[src/rtl/core/hcte_pkg.sv]
// Shared types, constants and symbol mapping functions for the mod-29 Hill encryptor.
package hcte_pkg;

	localparam int unsigned SYM_W     = 5;
	localparam int unsigned ACC_W     = 3;
	localparam int unsigned KEY_W     = 5;
	localparam int unsigned CFG_IDX_W = 4;

	localparam int unsigned MODULUS     = 29;
	localparam int unsigned QUEUE_DEPTH = 4;

	localparam logic [7:0] LEAD_BYTE = 8'hC3;
	localparam logic [7:0] ASCII_MAX = 8'd127;

	localparam logic [SYM_W-1:0] PAD_SYMBOL = 5'd29;

	localparam logic KIND_TEXT = 1'b0;
	localparam logic KIND_END  = 1'b1;

	localparam logic [ACC_W-1:0] ACC_NONE       = 3'd0;
	localparam logic [ACC_W-1:0] ACC_TILDE      = 3'd1;
	localparam logic [ACC_W-1:0] ACC_ACUTE      = 3'd2;
	localparam logic [ACC_W-1:0] ACC_CIRCUMFLEX = 3'd3;
	localparam logic [ACC_W-1:0] ACC_GRAVE      = 3'd4;
	localparam logic [ACC_W-1:0] ACC_CEDILLA    = 3'd5;

	localparam logic [CFG_IDX_W-1:0] KEY_R0C0 = 4'd0;
	localparam logic [CFG_IDX_W-1:0] KEY_R0C1 = 4'd1;
	localparam logic [CFG_IDX_W-1:0] KEY_R1C0 = 4'd2;
	localparam logic [CFG_IDX_W-1:0] KEY_R1C1 = 4'd3;

	localparam logic [KEY_W-1:0] KEY_R0C0_RST = 5'd1;
	localparam logic [KEY_W-1:0] KEY_R0C1_RST = 5'd0;
	localparam logic [KEY_W-1:0] KEY_R1C0_RST = 5'd0;
	localparam logic [KEY_W-1:0] KEY_R1C1_RST = 5'd1;

	typedef struct packed {
		logic       kind;
		logic [7:0] byte_value;
	} byte_item_t;

	typedef struct packed {
		logic [SYM_W-1:0] cipher_symbol;
		logic [ACC_W-1:0] accent;
		logic             last_in_run;
		logic             end_of_text;
	} sym_item_t;

	typedef struct packed {
		logic [SYM_W-1:0] sym0;
		logic [ACC_W-1:0] acc0;
		logic [SYM_W-1:0] sym1;
		logic [ACC_W-1:0] acc1;
		logic             eot;
	} pair_job_t;

	typedef struct packed {
		logic [SYM_W-1:0] sym;
		logic [ACC_W-1:0] acc;
	} sym_acc_t;

	function automatic logic [SYM_W-1:0] ascii_symbol(input logic [7:0] b);
		logic [7:0] u;
		logic [SYM_W-1:0] s;
		u = b;
		s = '0;
		if (u >= 8'h61 && u <= 8'h7A) u = u - 8'd32;
		if (b == 8'h20 || b == 8'h23) s = 5'd29;
		else if (b == 8'h2E) s = 5'd27;
		else if (b == 8'h2C) s = 5'd28;
		else if (u >= 8'h41 && u <= 8'h5A) s = SYM_W'(u - 8'h40);
		return s;
	endfunction

	function automatic sym_acc_t accented_symbol(input logic [7:0] b);
		sym_acc_t r;
		r = '0;
		if (b >= 8'h80 && b <= 8'hBF) begin
			case (b & 8'hDF)
				8'h83: r = '{sym: 5'd1,  acc: ACC_TILDE};
				8'h95: r = '{sym: 5'd15, acc: ACC_TILDE};
				8'h81: r = '{sym: 5'd1,  acc: ACC_ACUTE};
				8'h89: r = '{sym: 5'd5,  acc: ACC_ACUTE};
				8'h8D: r = '{sym: 5'd9,  acc: ACC_ACUTE};
				8'h93: r = '{sym: 5'd15, acc: ACC_ACUTE};
				8'h9A: r = '{sym: 5'd21, acc: ACC_ACUTE};
				8'h82: r = '{sym: 5'd1,  acc: ACC_CIRCUMFLEX};
				8'h8A: r = '{sym: 5'd5,  acc: ACC_CIRCUMFLEX};
				8'h8E: r = '{sym: 5'd9,  acc: ACC_CIRCUMFLEX};
				8'h94: r = '{sym: 5'd15, acc: ACC_CIRCUMFLEX};
				8'h9B: r = '{sym: 5'd21, acc: ACC_CIRCUMFLEX};
				8'h80: r = '{sym: 5'd1,  acc: ACC_GRAVE};
				8'h88: r = '{sym: 5'd5,  acc: ACC_GRAVE};
				8'h8C: r = '{sym: 5'd9,  acc: ACC_GRAVE};
				8'h92: r = '{sym: 5'd15, acc: ACC_GRAVE};
				8'h99: r = '{sym: 5'd21, acc: ACC_GRAVE};
				8'h87: r = '{sym: 5'd3,  acc: ACC_CEDILLA};
				default: r = '0;
			endcase
		end
		return r;
	endfunction

endpackage

[src/rtl/core/hcte_front.sv]
// Front end: byte classification, lead-byte joining and symbol pairing.
module hcte_front (
	input  logic                clk,
	input  logic                arst_n,
	input  logic                byte_valid,
	output logic                byte_ready,
	input  hcte_pkg::byte_item_t byte_item,
	output logic                push_valid,
	input  logic                push_ready,
	output hcte_pkg::pair_job_t push_job
);
	import hcte_pkg::*;

	logic             lead_pending_q;
	logic             held_valid_q;
	logic [SYM_W-1:0] held_sym_q;
	logic [ACC_W-1:0] held_acc_q;

	logic             accept;
	logic             lead_set;
	sym_acc_t         cls;

	assign byte_ready = push_ready;
	assign accept     = byte_valid && byte_ready;

	always_comb begin
		cls      = '0;
		lead_set = 1'b0;
		if (lead_pending_q) begin
			cls = accented_symbol(byte_item.byte_value);
		end else if (byte_item.byte_value <= ASCII_MAX) begin
			cls.sym = ascii_symbol(byte_item.byte_value);
		end else begin
			lead_set = (byte_item.byte_value == LEAD_BYTE);
		end
	end

	always_comb begin
		push_job.sym0 = held_sym_q;
		push_job.acc0 = held_acc_q;
		if (byte_item.kind == KIND_END) begin
			push_job.sym1 = PAD_SYMBOL;
			push_job.acc1 = ACC_NONE;
			push_job.eot  = 1'b1;
			push_valid    = byte_valid && held_valid_q;
		end else begin
			push_job.sym1 = cls.sym;
			push_job.acc1 = cls.acc;
			push_job.eot  = 1'b0;
			push_valid    = byte_valid && held_valid_q && (cls.sym != '0);
		end
	end

	always_ff @(posedge clk or negedge arst_n) begin
		if (!arst_n) begin
			lead_pending_q <= 1'b0;
			held_valid_q   <= 1'b0;
		end else if (accept) begin
			if (byte_item.kind == KIND_END) begin
				lead_pending_q <= 1'b0;
				held_valid_q   <= 1'b0;
			end else begin
				lead_pending_q <= lead_set;
				if (cls.sym != '0) held_valid_q <= !held_valid_q;
			end
		end
	end

	always_ff @(posedge clk) begin
		if (accept && byte_item.kind == KIND_TEXT && cls.sym != '0 && !held_valid_q) begin
			held_sym_q <= cls.sym;
			held_acc_q <= cls.acc;
		end
	end

`ifndef ASSERT_OFF
	a_eot_clears: assert property (@(posedge clk) disable iff (!arst_n)
		(accept && byte_item.kind == KIND_END) |=> (!held_valid_q && !lead_pending_q))
		else $error("end of text left front state set");
`endif

endmodule

[src/rtl/core/hcte_fifo.sv]
// Small pair-job queue between front end and back end.
module hcte_fifo #(
	parameter int unsigned DEPTH = hcte_pkg::QUEUE_DEPTH
) (
	input  logic                clk,
	input  logic                arst_n,
	input  logic                push_valid,
	output logic                push_ready,
	input  hcte_pkg::pair_job_t push_job,
	output logic                pop_valid,
	input  logic                pop_ready,
	output hcte_pkg::pair_job_t pop_job
);
	import hcte_pkg::*;

	localparam int unsigned PTR_W = (DEPTH > 1) ? $clog2(DEPTH) : 1;
	localparam int unsigned CNT_W = $clog2(DEPTH + 1);
	localparam logic [PTR_W-1:0] LAST_PTR = PTR_W'(DEPTH - 1);
	localparam logic [CNT_W-1:0] FULL_CNT = CNT_W'(DEPTH);

	pair_job_t        entry_q [DEPTH];
	logic [PTR_W-1:0] wr_ptr_q;
	logic [PTR_W-1:0] rd_ptr_q;
	logic [CNT_W-1:0] count_q;
	logic             do_push;
	logic             do_pop;

	assign push_ready = (count_q != FULL_CNT);
	assign pop_valid  = (count_q != '0);
	assign pop_job    = entry_q[rd_ptr_q];
	assign do_push    = push_valid && push_ready;
	assign do_pop     = pop_valid && pop_ready;

	always_ff @(posedge clk or negedge arst_n) begin
		if (!arst_n) begin
			wr_ptr_q <= '0;
			rd_ptr_q <= '0;
			count_q  <= '0;
		end else begin
			if (do_push) wr_ptr_q <= (wr_ptr_q == LAST_PTR) ? '0 : wr_ptr_q + 1'b1;
			if (do_pop)  rd_ptr_q <= (rd_ptr_q == LAST_PTR) ? '0 : rd_ptr_q + 1'b1;
			if (do_push && !do_pop)      count_q <= count_q + 1'b1;
			else if (do_pop && !do_push) count_q <= count_q - 1'b1;
		end
	end

	always_ff @(posedge clk) begin
		if (do_push) entry_q[wr_ptr_q] <= push_job;
	end

`ifndef ASSERT_OFF
	a_count_bound: assert property (@(posedge clk) disable iff (!arst_n)
		count_q <= FULL_CNT)
		else $error("queue count beyond depth");
`endif

endmodule

[src/rtl/core/hcte_back.sv]
// Back end: key registers, mod-29 matrix product pipeline and symbol sequencer.
module hcte_back (
	input  logic                              clk,
	input  logic                              arst_n,
	input  logic                              cfg_valid,
	output logic                              cfg_ready,
	input  logic [hcte_pkg::CFG_IDX_W-1:0]    cfg_index,
	input  logic [hcte_pkg::KEY_W-1:0]        cfg_data,
	input  logic                              job_valid,
	output logic                              job_ready,
	input  hcte_pkg::pair_job_t               job,
	output logic                              sym_valid,
	input  logic                              sym_ready,
	output hcte_pkg::sym_item_t               sym_item
);
	import hcte_pkg::*;

	localparam int unsigned PROD_W      = 2 * SYM_W;
	localparam int unsigned SUM_W       = PROD_W + 1;
	localparam int unsigned RED_SHIFT   = 15;
	localparam int unsigned RED_MULT    = ((1 << RED_SHIFT) + MODULUS - 1) / MODULUS;
	localparam int unsigned RED_MULT_W  = $clog2(RED_MULT + 1);
	localparam int unsigned RED_PROD_W  = SUM_W + RED_MULT_W;
	localparam int unsigned QUOT_W      = 6;
	localparam logic [KEY_W-1:0]      MOD_K   = KEY_W'(MODULUS);
	localparam logic [RED_MULT_W-1:0] MULT_K  = RED_MULT_W'(RED_MULT);
	localparam logic [SUM_W-1:0]      MOD_SUM = SUM_W'(MODULUS);

	logic [KEY_W-1:0] k00_q, k01_q, k10_q, k11_q;
	logic [KEY_W-1:0] k00, k01, k10, k11;

	logic [SYM_W-1:0] x, y;
	logic             take1, take2, take3, done3;

	logic             v_s1;
	logic [SUM_W-1:0] sum0_s1, sum1_s1;
	logic [ACC_W-1:0] acc0_s1, acc1_s1;
	logic             eot_s1;

	logic              v_s2;
	logic [SUM_W-1:0]  sum0_s2, sum1_s2;
	logic [QUOT_W-1:0] q0_s2, q1_s2;
	logic [ACC_W-1:0]  acc0_s2, acc1_s2;
	logic              eot_s2;

	logic [RED_PROD_W-1:0] rp0, rp1;
	logic [SUM_W-1:0]      r0, r1;

	logic             v_s3;
	logic [SYM_W-1:0] c0_s3, c1_s3;
	logic [ACC_W-1:0] acc0_s3, acc1_s3;
	logic             eot_s3;
	logic             half_q;

	assign cfg_ready = 1'b1;

	always_ff @(posedge clk or negedge arst_n) begin
		if (!arst_n) begin
			k00_q <= KEY_R0C0_RST;
			k01_q <= KEY_R0C1_RST;
			k10_q <= KEY_R1C0_RST;
			k11_q <= KEY_R1C1_RST;
		end else if (cfg_valid) begin
			case (cfg_index)
				KEY_R0C0: k00_q <= cfg_data;
				KEY_R0C1: k01_q <= cfg_data;
				KEY_R1C0: k10_q <= cfg_data;
				KEY_R1C1: k11_q <= cfg_data;
				default: ;
			endcase
		end
	end

	assign k00 = (k00_q >= MOD_K) ? k00_q - MOD_K : k00_q;
	assign k01 = (k01_q >= MOD_K) ? k01_q - MOD_K : k01_q;
	assign k10 = (k10_q >= MOD_K) ? k10_q - MOD_K : k10_q;
	assign k11 = (k11_q >= MOD_K) ? k11_q - MOD_K : k11_q;

	assign x = job.sym0 - 1'b1;
	assign y = job.sym1 - 1'b1;

	assign done3     = v_s3 && sym_ready && half_q;
	assign take3     = v_s2 && (!v_s3 || done3);
	assign take2     = v_s1 && (!v_s2 || take3);
	assign take1     = job_valid && (!v_s1 || take2);
	assign job_ready = !v_s1 || take2;

	assign rp0 = sum0_s1 * MULT_K;
	assign rp1 = sum1_s1 * MULT_K;
	assign r0  = sum0_s2 - SUM_W'(q0_s2 * MOD_SUM);
	assign r1  = sum1_s2 - SUM_W'(q1_s2 * MOD_SUM);

	always_ff @(posedge clk or negedge arst_n) begin
		if (!arst_n) begin
			v_s1   <= 1'b0;
			v_s2   <= 1'b0;
			v_s3   <= 1'b0;
			half_q <= 1'b0;
		end else begin
			if (take1)      v_s1 <= 1'b1;
			else if (take2) v_s1 <= 1'b0;
			if (take2)      v_s2 <= 1'b1;
			else if (take3) v_s2 <= 1'b0;
			if (take3)      v_s3 <= 1'b1;
			else if (done3) v_s3 <= 1'b0;
			if (sym_valid && sym_ready) half_q <= !half_q;
		end
	end

	always_ff @(posedge clk) begin
		if (take1) begin
			sum0_s1 <= SUM_W'(k00 * x) + SUM_W'(k01 * y);
			sum1_s1 <= SUM_W'(k10 * x) + SUM_W'(k11 * y);
			acc0_s1 <= job.acc0;
			acc1_s1 <= job.acc1;
			eot_s1  <= job.eot;
		end
		if (take2) begin
			sum0_s2 <= sum0_s1;
			sum1_s2 <= sum1_s1;
			q0_s2   <= rp0[RED_SHIFT +: QUOT_W];
			q1_s2   <= rp1[RED_SHIFT +: QUOT_W];
			acc0_s2 <= acc0_s1;
			acc1_s2 <= acc1_s1;
			eot_s2  <= eot_s1;
		end
		if (take3) begin
			c0_s3   <= r0[SYM_W-1:0] + 1'b1;
			c1_s3   <= r1[SYM_W-1:0] + 1'b1;
			acc0_s3 <= acc0_s2;
			acc1_s3 <= acc1_s2;
			eot_s3  <= eot_s2;
		end
	end

	assign sym_valid              = v_s3;
	assign sym_item.cipher_symbol = half_q ? c1_s3 : c0_s3;
	assign sym_item.accent        = half_q ? acc1_s3 : acc0_s3;
	assign sym_item.last_in_run   = half_q;
	assign sym_item.end_of_text   = eot_s3;

`ifndef ASSERT_OFF
	a_sym_range: assert property (@(posedge clk) disable iff (!arst_n)
		sym_valid |-> (sym_item.cipher_symbol >= 5'd1 && sym_item.cipher_symbol <= 5'd29))
		else $error("cipher symbol out of range");
	a_reduce_exact: assert property (@(posedge clk) disable iff (!arst_n)
		v_s2 |-> (r0 < MOD_SUM && r1 < MOD_SUM))
		else $error("mod 29 reduction off");
	a_pair_order: assert property (@(posedge clk) disable iff (!arst_n)
		(sym_valid && sym_ready && !half_q) |=> (sym_valid && sym_item.last_in_run))
		else $error("second symbol of pair missing");
`endif

endmodule

[src/rtl/core/hill_cipher_mod29_text_encrypt_unit.sv]
// Top level of the 2x2 mod-29 Hill cipher text encryptor.
// Accepts one UTF-8 byte (or an end-of-text marker) per cycle while the pair queue has room and
// emits cipher symbols one per cycle while sym_ready is high. Every two kept plaintext symbols
// produce a pair of results, issued one after the other, so the output port, at two results per
// pair, sets the sustained rate; with sym_ready held high, a byte stream of kept symbols runs
// at one byte per cycle without stalling. Bytes that are dropped, and a 0xC3 lead byte, are
// accepted and produce nothing. A pair is registered in the queue and then passes a three-stage
// product and reduction pipeline (s1 to s3) before its first symbol appears. Byte input stalls
// only while the pair queue is full. Key writes complete in the cycle they are presented; keys
// 29 to 31 act as their value mod 29. No clearing pass follows reset.
module hill_cipher_mod29_text_encrypt_unit #(
	parameter int unsigned QUEUE_DEPTH = hcte_pkg::QUEUE_DEPTH
) (
	input  logic                           clk,
	input  logic                           arst_n,
	input  logic                           cfg_valid,
	output logic                           cfg_ready,
	input  logic [hcte_pkg::CFG_IDX_W-1:0] cfg_index,
	input  logic [hcte_pkg::KEY_W-1:0]     cfg_data,
	input  logic                           byte_valid,
	output logic                           byte_ready,
	input  hcte_pkg::byte_item_t           byte_item,
	output logic                           sym_valid,
	input  logic                           sym_ready,
	output hcte_pkg::sym_item_t            sym_item
);
	import hcte_pkg::*;

	logic      push_valid, push_ready;
	pair_job_t push_job;
	logic      pop_valid, pop_ready;
	pair_job_t pop_job;

	hcte_front u_front (
		.clk        (clk),
		.arst_n     (arst_n),
		.byte_valid (byte_valid),
		.byte_ready (byte_ready),
		.byte_item  (byte_item),
		.push_valid (push_valid),
		.push_ready (push_ready),
		.push_job   (push_job)
	);

	hcte_fifo #(
		.DEPTH (QUEUE_DEPTH)
	) u_fifo (
		.clk        (clk),
		.arst_n     (arst_n),
		.push_valid (push_valid),
		.push_ready (push_ready),
		.push_job   (push_job),
		.pop_valid  (pop_valid),
		.pop_ready  (pop_ready),
		.pop_job    (pop_job)
	);

	hcte_back u_back (
		.clk       (clk),
		.arst_n    (arst_n),
		.cfg_valid (cfg_valid),
		.cfg_ready (cfg_ready),
		.cfg_index (cfg_index),
		.cfg_data  (cfg_data),
		.job_valid (pop_valid),
		.job_ready (pop_ready),
		.job       (pop_job),
		.sym_valid (sym_valid),
		.sym_ready (sym_ready),
		.sym_item  (sym_item)
	);

endmodule

[config.mk]
export PLATFORM = sky130hd
export DESIGN_NAME = hill_cipher_mod29_text_encrypt_unit
export DESIGN_NICKNAME = d
export VERILOG_FILES = /design/src/rtl/core/hcte_pkg.sv /design/src/rtl/core/hcte_front.sv /design/src/rtl/core/hcte_fifo.sv /design/src/rtl/core/hcte_back.sv /design/src/rtl/core/hill_cipher_mod29_text_encrypt_unit.sv
export SDC_FILE = /design/constraint.sdc
export NUM_CORES = 1
export LEC_CHECK = 0
export BUFFER_PORTS_ARGS = -buffer_cell sky130_fd_sc_hd__buf_2
export CORE_ASPECT_RATIO = 1.4
export CORE_MARGIN = 4
export CORE_UTILIZATION = 29
export CTS_CLUSTER_SIZE = 20
export DETAILED_ROUTE_END_ITERATION = 8
export PLACE_DENSITY_LB_ADDON = 0.12
export SYNTH_ARGS = -nofsm -noshare
export SYNTH_HDL_FRONTEND = slang
export SYNTH_HIERARCHICAL = 1
export SYNTH_SLANG_ARGS = --single-unit
export TNS_END_PERCENT = 10
[constraint.sdc]
create_clock -name clk -period 8.2 [get_ports clk]
set_input_delay 1.64 -clock clk [delete_from_list [all_inputs] [get_ports clk]]
set_output_delay 1.64 -clock clk [all_outputs]
set_load 0.1 [all_outputs]
---- Yosys cells after proc, flatten, opt, wreduce, memory -nomap -nowiden ----
Memory sizes are Yosys's and may differ from the RTL's.
Index checks and enable logic that the tools add are counted.
storage, ports and cells
  memories kept ........................... 1
  memory bits (writable) .................. 68
  bits of input ports ..................... 23
  output and inout port bits .............. 13
  logic and storage cells ................. 178
  register bits ........................... 116
memories
  name            words  width  rd ports  clocked after memory_dff  wr ports  RTL line         RTL
  u_fifo.entry_q  4      17     1         0                         1         hcte_fifo.sv:21  pair_job_t entry_q [DEPTH];
cells by class
  muxes and demuxes ....................... 37
  $mul .................................... 8
  equality and inequality tests ........... 29
  $add $sub $neg .......................... 18
  reduce and logical (&&, ||, !) cells .... 41
  bitwise logic cells ..................... 1
  $lt $le $gt $ge ......................... 11
operators with widths
  kind                    number
  $pmux 8 s18             1
  $eq 7x7->1 const B      18
  $mux 5                  11
  $mul 11x10->20 const B  2
  $mul 5x5->10            4
  $eq 8x6->1 const B      4
  $mux 8                  4
  $le 8x7->1 const B      3
  $add 10x10->11          2
  $ge 5x5->1 const B      4
  $sub 5x5->5 const B     4
  $logic_and 1x1->1       17
  $ge 8x7->1 const B      2
  $sub 5x1->5 const B     3
  $mux 1                  14
  $mul 6x5->5 const B     2
  $mux 3                  4
  $add 5x1->5 const B     2
  $reduce_and 2->1        5
  $reduce_bool 2->1       5
  $sub 5x5->5             2
  $mux 9                  1
  $eq 4x2->1 const B      2
  $eq 8x8->1 const B      1
  other kinds (16)        28

---- Depth between registers and ports, before layout ----
Gate-level depths: netlist of run 1.
  word-level depth ........................ 21
  mapped depth ............................ 22

---- Modules after synthesis ----
The synthesis of run 1 kept the hierarchy.
by module, submodules not included
  module      cells an instance  times used  area each (µm²)
  hcte_back   1019               1           10724.0
  hcte_fifo   125                1           2894.0
  hcte_front  135                1           1161.1

---- Worst setup path before layout of run 1 ----
Ideal clock, no wire load.
  path kind ............................... register -> register
  start point ............................. reg u_fifo.rd_ptr_q[0]
  end point ............................... reg u_back.sum0_s1[10] (data pin)
  arrival time ............................ 6.094 ns
  slack ................................... 1.835 ns
  cell stages (with the launch flop) ...... 22
  cell sequence ........................... dfrtp_1 buf_4 mux4_2 clkbuf_1 inv_1 ha_1 nor3b_1 xnor2_1 or2_2 fa_1 fa_1 inv_1 fa_1 fa_1 inv_1 fa_1 inv_1 ha_1 o21ai_0 o21ai_0 a2111oi_0 nor4_1
RTL lines
  what                    RTL line          RTL
  from (decl)             hcte_fifo.sv:23   logic [PTR_W-1:0] rd_ptr_q;
  from (signal assigned)  hcte_fifo.sv:41   if (do_pop) rd_ptr_q <= (rd_ptr_q == LAST_PTR) ? '0 : rd_ptr_q + 1'b1;
  to (signal assigned)    hcte_back.sv:112  sum0_s1 <= SUM_W'(k00 * x) + SUM_W'(k01 * y);
  to (decl)               hcte_back.sv:36   logic [SUM_W-1:0] sum0_s1, sum1_s1;

==> out/results.tsv, run 1 <==
stage	metric	value	unit
run_status	status	finished, final reports clean	
setup_path	cp_max_fo	18	
sta	clock_skew	0.0135	ns
synthesis	synth.distinct_cells	77	
floorplanning	ios	36	
floorplanning	fp.coreArea	0.0502	mm2
cts	cts_buffers	17	
setup_path	crit_family	adder cells	
synthesis	synth_fp_nets	1628	
setup_path	cp_cell_sequence	buf_4 -> mux4_2 -> inv_1 -> ha_1 -> nand2_1 -> xor2_1 -> buf_4 -> or2_2 -> fa_1 -> fa_1 -> inv_1 -> fa_1 -> fa_1 -> inv_1 -> fa_1 -> inv_1 -> ha_1 -> o21ai_0 -> o21ai_0 -> a2111oi_0 -> nor4_1	
sta	period_needed	6.77	ns
floorplanning	die_area	0.0547	mm2
global_route	grt_max_degree	34	
synthesis	synth_edf_count	149	
cts	ctsResizeCount	0	
finish	fillers	5151	
synthesis	ys.flop_type	edfxtp_1	
synthesis	synth-seq-cells	182	
cts	clock_sinks	182	
synthesis	synthArstFlopShare	18.1	%
routing	drt-initial-drc-count	355	
finish	final_layout_size_suffix_gt1_share	12.2	%
setup_path	cpMostUsedCell	fa_1	
global_route	grt_pass1_wl	50300	um
sta	setup_tns	0	ns
cts	cts.clk_slew.worst_paths	0.08	ns
routing	avgViaCountPerCell	4.56	
synthesis	syn_area	0.0148	mm2
sta	setup_viol_count_final	0	
routing	dr.pass1.iters	4	
global_route	antenna_found_initial	0	
synthesis	yosysTopAreaCellShare	30.3	%
sta	period_share	82.6	%
global_route	overflow	0	
global_route	grt_use_total	11.7	%
setup_path	path_buf_inv	6	
sta	max_freq	148	MHz
sta	max_slew_margin	26.1	%
finish	nNetsFinal	1663	
setup_path	critical_path_class	reg -> reg	
global_route	grt_pass1_vias	9668	
setup_path	end_kind	flip-flop	
placed_design	port_buffers	34	
synthesis	yosysSeqAreaShare	35.9	%
routing	drc	0	
routing	via_count	8978	
cts	cts.hold.buffers_added	0	
floorplanning	start_util	29.4	%
synthesis	synth_area_leaders	edfxtp_1 30%, ha_1 19%, fa_1 14%, inv_1 5.7%, dfrtp_1 5.2%	
setup_path	start_kind	flip-flop	
sta	finalMaxSlewViolations	0	
run	cap_viol_max_count	0	
cts	cts_buffer_depth	2	
synthesis	syn_area_per_cell	11.6	um2
synthesis	netlist_instances	1279	
synthesis	synth_area_leader_cell	edfxtp_1	
finish	synthToLayoutAreaGrowth	9.95	%
cts	worstSkewPairLatency	0.46	ns
cts	cts-htree-levels	4	
placed_design	dp_hpwl	24800	um
placed_design	placedCellCount	1938	
cts	cts_tree	done	
routing	postRouteAntennaNets	0	
setup_path	slowest_stage	mux4_2	
synthesis	yosysWarnings	6	
routing	wl_per_cell	15.3	um
finish	n_antenna_cell	0	
placed_design	gp_congestion	0.799	
cts	post_cts_buffers	0	
sta	final_hold_viol_count	0	
floorplanning	die-width	199	um
sta	rsz0062_at_grt	false	
setup_path	required	8.39	ns
sta	tightest_slew	1.10	ns
setup_path	cp.arrival	6.96	ns
floorplanning	fp.dieH	275	um
finish	instances_no_fill	1970	
floorplanning	rows	97	
routing	finalWirelength	30200	um
setup_path	cpPeakStageDelay	0.69	ns
cts	cts.root.buffer_cell	clkbuf_16	
worst_hold_path	hp-class	reg -> reg	
metrics by stage:
step	hold WS (ns)	utilization (%)	setup slack (ns)	cell area, um2
final	0.418	32.3	1.43	16200
after CTS	0.421	32.3	1.32	16200
after global placement	0.402	31.2	1.46	15700
after floorplan	0.400	-	1.83	14800
after global routing	0.427	32.3	0.900	16200
after detailed placement	0.406	31.2	1.34	15700
worst register-to-register path: stages, from the launching register on:
cell and delay (ns):
dfrtp_1 0.43, buf_4 0.36, mux4_2 0.69, inv_1 0.15
ha_1 0.23, nand2_1 0.08, xor2_1 0.14, buf_4 0.17
or2_2 0.31, fa_1 0.46, fa_1 0.49, inv_1 0.06
fa_1 0.50, fa_1 0.55, inv_1 0.05, fa_1 0.53
inv_1 0.04, ha_1 0.32, o21ai_0 0.24, o21ai_0 0.20
a2111oi_0 0.41, nor4_1 0.11
layer usage:
metal / vias to the layer above / GRT usage (%) / routed length, um / part of all wire [%]
met2: 82 / 22.3 / 16700 / 55
met5: - / 0 / 0 / 0
li1: 4447 / - / - / -
met1: 4420 / 13.5 / 12400 / 41
met4: 0 / 3.44 / 513 / 1.7
met3: 29 / 1.85 / 575 / 1.9
cells by family after synthesis:
family,share of synthesized area [%]
compound gates,6.29
xor+xnor,3.26
fa+ha+maj,32.9
buf+inv,6.72
flops,35.9
mux,5.15
other cells,0.0254
simple gates,9.74
cells in the mapped netlist, types with 4 or more instances:
library cell,count
buf_2,5
or3_1,4
nor3_1,18
nand2b_1,20
fa_1,105
mux4_2,17
and3_1,4
xnor2_1,42
nor2_1,104
a21oi_1,29
a211o_1,4
mux2_2,30
o21ai_0,34
or2_2,22
and2_1,9
dfrtp_1,31
nand2_1,43
clkbuf_1,7
nand3_1,17
edfxtp_1,149
a211oi_1,4
buf_4,7
nand4_1,7
inv_1,224
ha_1,221
xor2_1,13
and3_2,4
nor4_1,7
a21o_1,11
nor2b_1,8
area by class of cell:
class / count / area [um2] / share of cell area (%)
clock buffer: 18 / 429 / 2.64
clock inverter: 14 / 164 / 1.01
inverter: 224 / 841 / 5.17
multi-input combinational: 848 / 8490 / 52.2
sequential: 182 / 5300 / 32.6
tap: 643 / 805 / 4.95
timing repair buffer: 41 / 223 / 1.37
placed cells by master, fill, tap and decap left out, types with 5 or more instances in the layout:
cell       Yosys  layout
buf_4          7       7
nand2b_1      20      20
dfrtp_1       31      31
inv_1        224     224
nor2_1       104     104
edfxtp_1     149     149
nor4_1         7       7
fa_1         105     105
nand4_1        7       7
nand3_1       17      17
or2_2         22      22
a21oi_1       29      29
o21ai_0       34      34
and2_1         9       9
nor2b_1        8       7
a21o_1        11      11
mux2_2        30      30
buf_2          5      34
nor3_1        18      18
xnor2_1       42      42
nand2_1       43      43
mux4_2        17      17
clkinv_8       0       5
clkbuf_16      0      17
ha_1         221     221
xor2_1        13      13
path summary, 6_finish.rpt:
check / slack (ns) / endpoint / startpoint / depth (start not counted)
max in group asynchronous: 6.36 / u_back/half_q / arst_n / 1
min reg2reg: 0.42 / u_back/acc0_s3[0] / u_back/acc0_s2[0] / 0
min: 0.42 / u_back/acc0_s3[0] / u_back/acc0_s2[0] / 0
max: 1.43 / u_back/sum0_s1[10] / u_fifo/rd_ptr_q[0] / 21
max reg2reg: 1.43 / u_back/sum0_s1[10] / u_fifo/rd_ptr_q[0] / 21
min in group asynchronous: 1.30 / u_back/k10_q[0] / arst_n / 1
registers in the layout (all words and copies together), names as in the netlist, 2 cells and up:
signal and flops:
u_back/acc1_s3 3, u_back/acc1_s2 3, u_back/acc0_s1 3, u_back/c0_s3 5
u_back/k00_q 5, u_fifo/rd_ptr_q 2, u_back/sum1_s1 11, u_front/held_sym_q 5
u_front/held_acc_q 3, u_back/q1_s2 5, u_back/acc0_s3 3, u_back/sum0_s1 11
u_back/sum0_s2 5, u_back/acc0_s2 3, u_fifo/wr_ptr_q 2, u_back/acc1_s1 3
u_fifo/count_q 3, u_back/k01_q 5, u_back/sum1_s2 5, u_back/c1_s3 5
u_back/k10_q 5, u_back/q0_s2 5, u_fifo/entry_q 68, u_back/k11_q 5
Power of run 1 is left out: the tool's default activity adds up to more than one toggle a clock period on the data nets, which glitch-free logic cannot reach.
==> run 2: changes to the inputs <==
==> constraint.sdc (replaced) <==
create_clock -name clk -period 6.2 [get_ports clk]
set_input_delay 1.24 -clock clk [delete_from_list [all_inputs] [get_ports clk]]
set_output_delay 1.24 -clock clk [all_outputs]
set_load 0.1 [all_outputs]
==> out/results.tsv, run 2 (synthesized netlist as in run 1, its figures left out) <==
stage	metric	value	unit
placed_design	port_buffers	34	
routing	finalWirelength	30900	um
sta	fin_ws	0.248	ns
routing	drt-initial-drc-count	238	
cts	cts.root.buffer_cell	clkbuf_16	
finish	reg_top3	u_fifo/entry_q x68, u_back/sum0_s1 x11, u_back/sum1_s1 x11	
sta	setup_tns	0	ns
setup_path	crit_start	u_fifo/rd_ptr_q[0]	
finish	layout_common_cells	221 x inv_1, 215 x ha_1, 149 x edfxtp_1	
run	cap_viol_max_count	0	
finish	fillers	5124	
floorplanning	start_util	29.4	%
global_route	grt_use_total	12.0	%
routing	postRouteAntennaNets	0	
placed_design	gp_congestion	0.801	
placed_design	pre_cts_ws	-0.156	ns
setup_path	critical_path_class	reg -> reg	
sta	tightest_slew	0.995	ns
cts	cts_tree	done	
worst_hold_path	hp-class	reg -> reg	
sta	setup_viol_count_final	0	
setup_path	cp_max_fo	5	
cts	cts.hold.buffers_added	0	
setup_path	cp.arrival	6.15	ns
floorplanning	fp.coreArea	0.0502	mm2
finish	largest_reg_flops	68	
routing	wl_per_cell	15.3	um
cts	cts.clk_slew.worst_paths	0.08	ns
finish	synthToLayoutAreaGrowth	14.1	%
global_route	grt_pass1_wl	51400	um
setup_path	r2r-start	u_fifo/rd_ptr_q[0]	
worst_hold_path	min_from	u_back/acc0_s2[1]	
cts	worstSkewPairLatency	0.46	ns
sta	final_hold_viol_count	0	
cts	cts_buffers	17	
cts	cts_buffer_depth	2	
routing	drc	0	
setup_path	rrSetupSlack	0.25	ns
sta	max_freq	168	MHz
placed_design	dp_hpwl	25500	um
setup_path	end_kind	flip-flop	
finish	final_layout_size_suffix_gt1_share	17.6	%
sta	max_slew_margin	33.4	%
floorplanning	rows	97	
floorplanning	fp.dieH	275	um
finish	n_antenna_cell	0	
placed_design	placed_area	0.0160	mm2
sta	period_share	96.0	%
routing	avgViaCountPerCell	4.56	
sta	period_needed	5.95	ns
setup_path	rr_worst_depth	21	
run_status	status	finished, final reports clean	
finish	layout_commonest_cell	inv_1	
global_route	grt_pass1_vias	10044	
finish	final_area	0.0169	mm2
routing	dr.pass1.iters	4	
worst_hold_path	min_path_cells	0	
worst_hold_path	whs_endpoint	u_back/acc0_s3[1]	
finish	fin_util	33.6	%
finish	top_register	u_fifo/entry_q	
global_route	antenna_found_initial	0	
finish	multi_input_area	0.00874	mm2
setup_path	start_kind	flip-flop	
setup_path	r2r_end	u_back/sum0_s1[10]	
finish	nNetsFinal	1714	
floorplanning	die_area	0.0547	mm2
setup_path	required	6.40	ns
cts	clock_sinks	182	
sta	clock_skew	0.0172	ns
floorplanning	die-width	199	um
sta	finalMaxSlewViolations	0	
finish	seq_area	0.00530	mm2
routing	via_count	9222	
global_route	grt_max_degree	34	
cts	cts-htree-levels	4	
floorplanning	ios	36	
global_route	overflow	0	
==> run 2: cell types whose count changed in the layout (fill, tap and decap cells not counted), sizes merged <==
cell	before	now
buf	41	92
clkinv	9	3
inv	229	233
clkbuf	18	19
clkinvlp	0	1
==> run 2: metrics by stage <==
stage                     cells  hold slack, ns
after floorplan            1279           0.400
after global placement     1981           0.402
after detailed placement   1981           0.405
after CTS                  2015           0.422
after global routing       2021           0.427
final                      2021           0.421
==> run 2: worst max path at each step <==
| stage | endpoint | slack (ns) | cells after the start |
|---|---|---|---|
| after floorplan | u_back/sum0_s1[10] | 0.01 | 21 |
| after global placement | u_back/sum0_s1[10] | -0.06 | 18 |
| after detailed placement | u_back/sum0_s1[10] | -0.16 | 18 |
| after CTS | u_back/sum1_s1[10] | -0.02 | 20 |
| after global routing | u_back/sum0_s1[10] | -0.0006 | 22 |
| final | u_back/sum0_s1[10] | 0.25 | 21 |
==> run 2: what timing repair did <==
item	in CTS	in global routing
endpoints found under the hold margin	0	0
gates cloned	0	0
endpoints found under the setup margin	5	9
gates resized for setup	11	35
buffers inserted	2	7
pin swaps	2	21
==> run 2: layer usage <==
metal	track usage (%)	wire length [um]	part of all wire, %
met1	12.8	12100	39
met5	0	0	0
met3	1.63	487	1.6
met4	4.05	582	1.9
met2	23.8	17700	57
==> run 2: final cells by class <==
class	instances	share of cell area, %
Timing Repair Buffer	92	3.64
Sequential cell	182	31.4
Clock inverter	13	0.749
Multi-Input combinational cell	848	51.8
Inverter	224	4.99
Tap cell	643	4.77
Clock buffer	19	2.57
==> run 2: critical path: stages, from the launching register on <==
cell	delay (ns)
dfrtp_1	0.40
buf_6	0.14
mux4_2	0.56
inv_2	0.09
ha_2	0.17
nand2_1	0.06
xor2_1	0.14
buf_4	0.15
or2_2	0.30
fa_1	0.47
fa_1	0.49
inv_1	0.05
fa_1	0.46
fa_1	0.54
inv_1	0.05
fa_1	0.52
inv_1	0.06
ha_4	0.17
a211oi_4	0.29
o21ai_4	0.12
a2111oi_4	0.36
nor4_2	0.08
Power of run 2 is left out for the same reason.
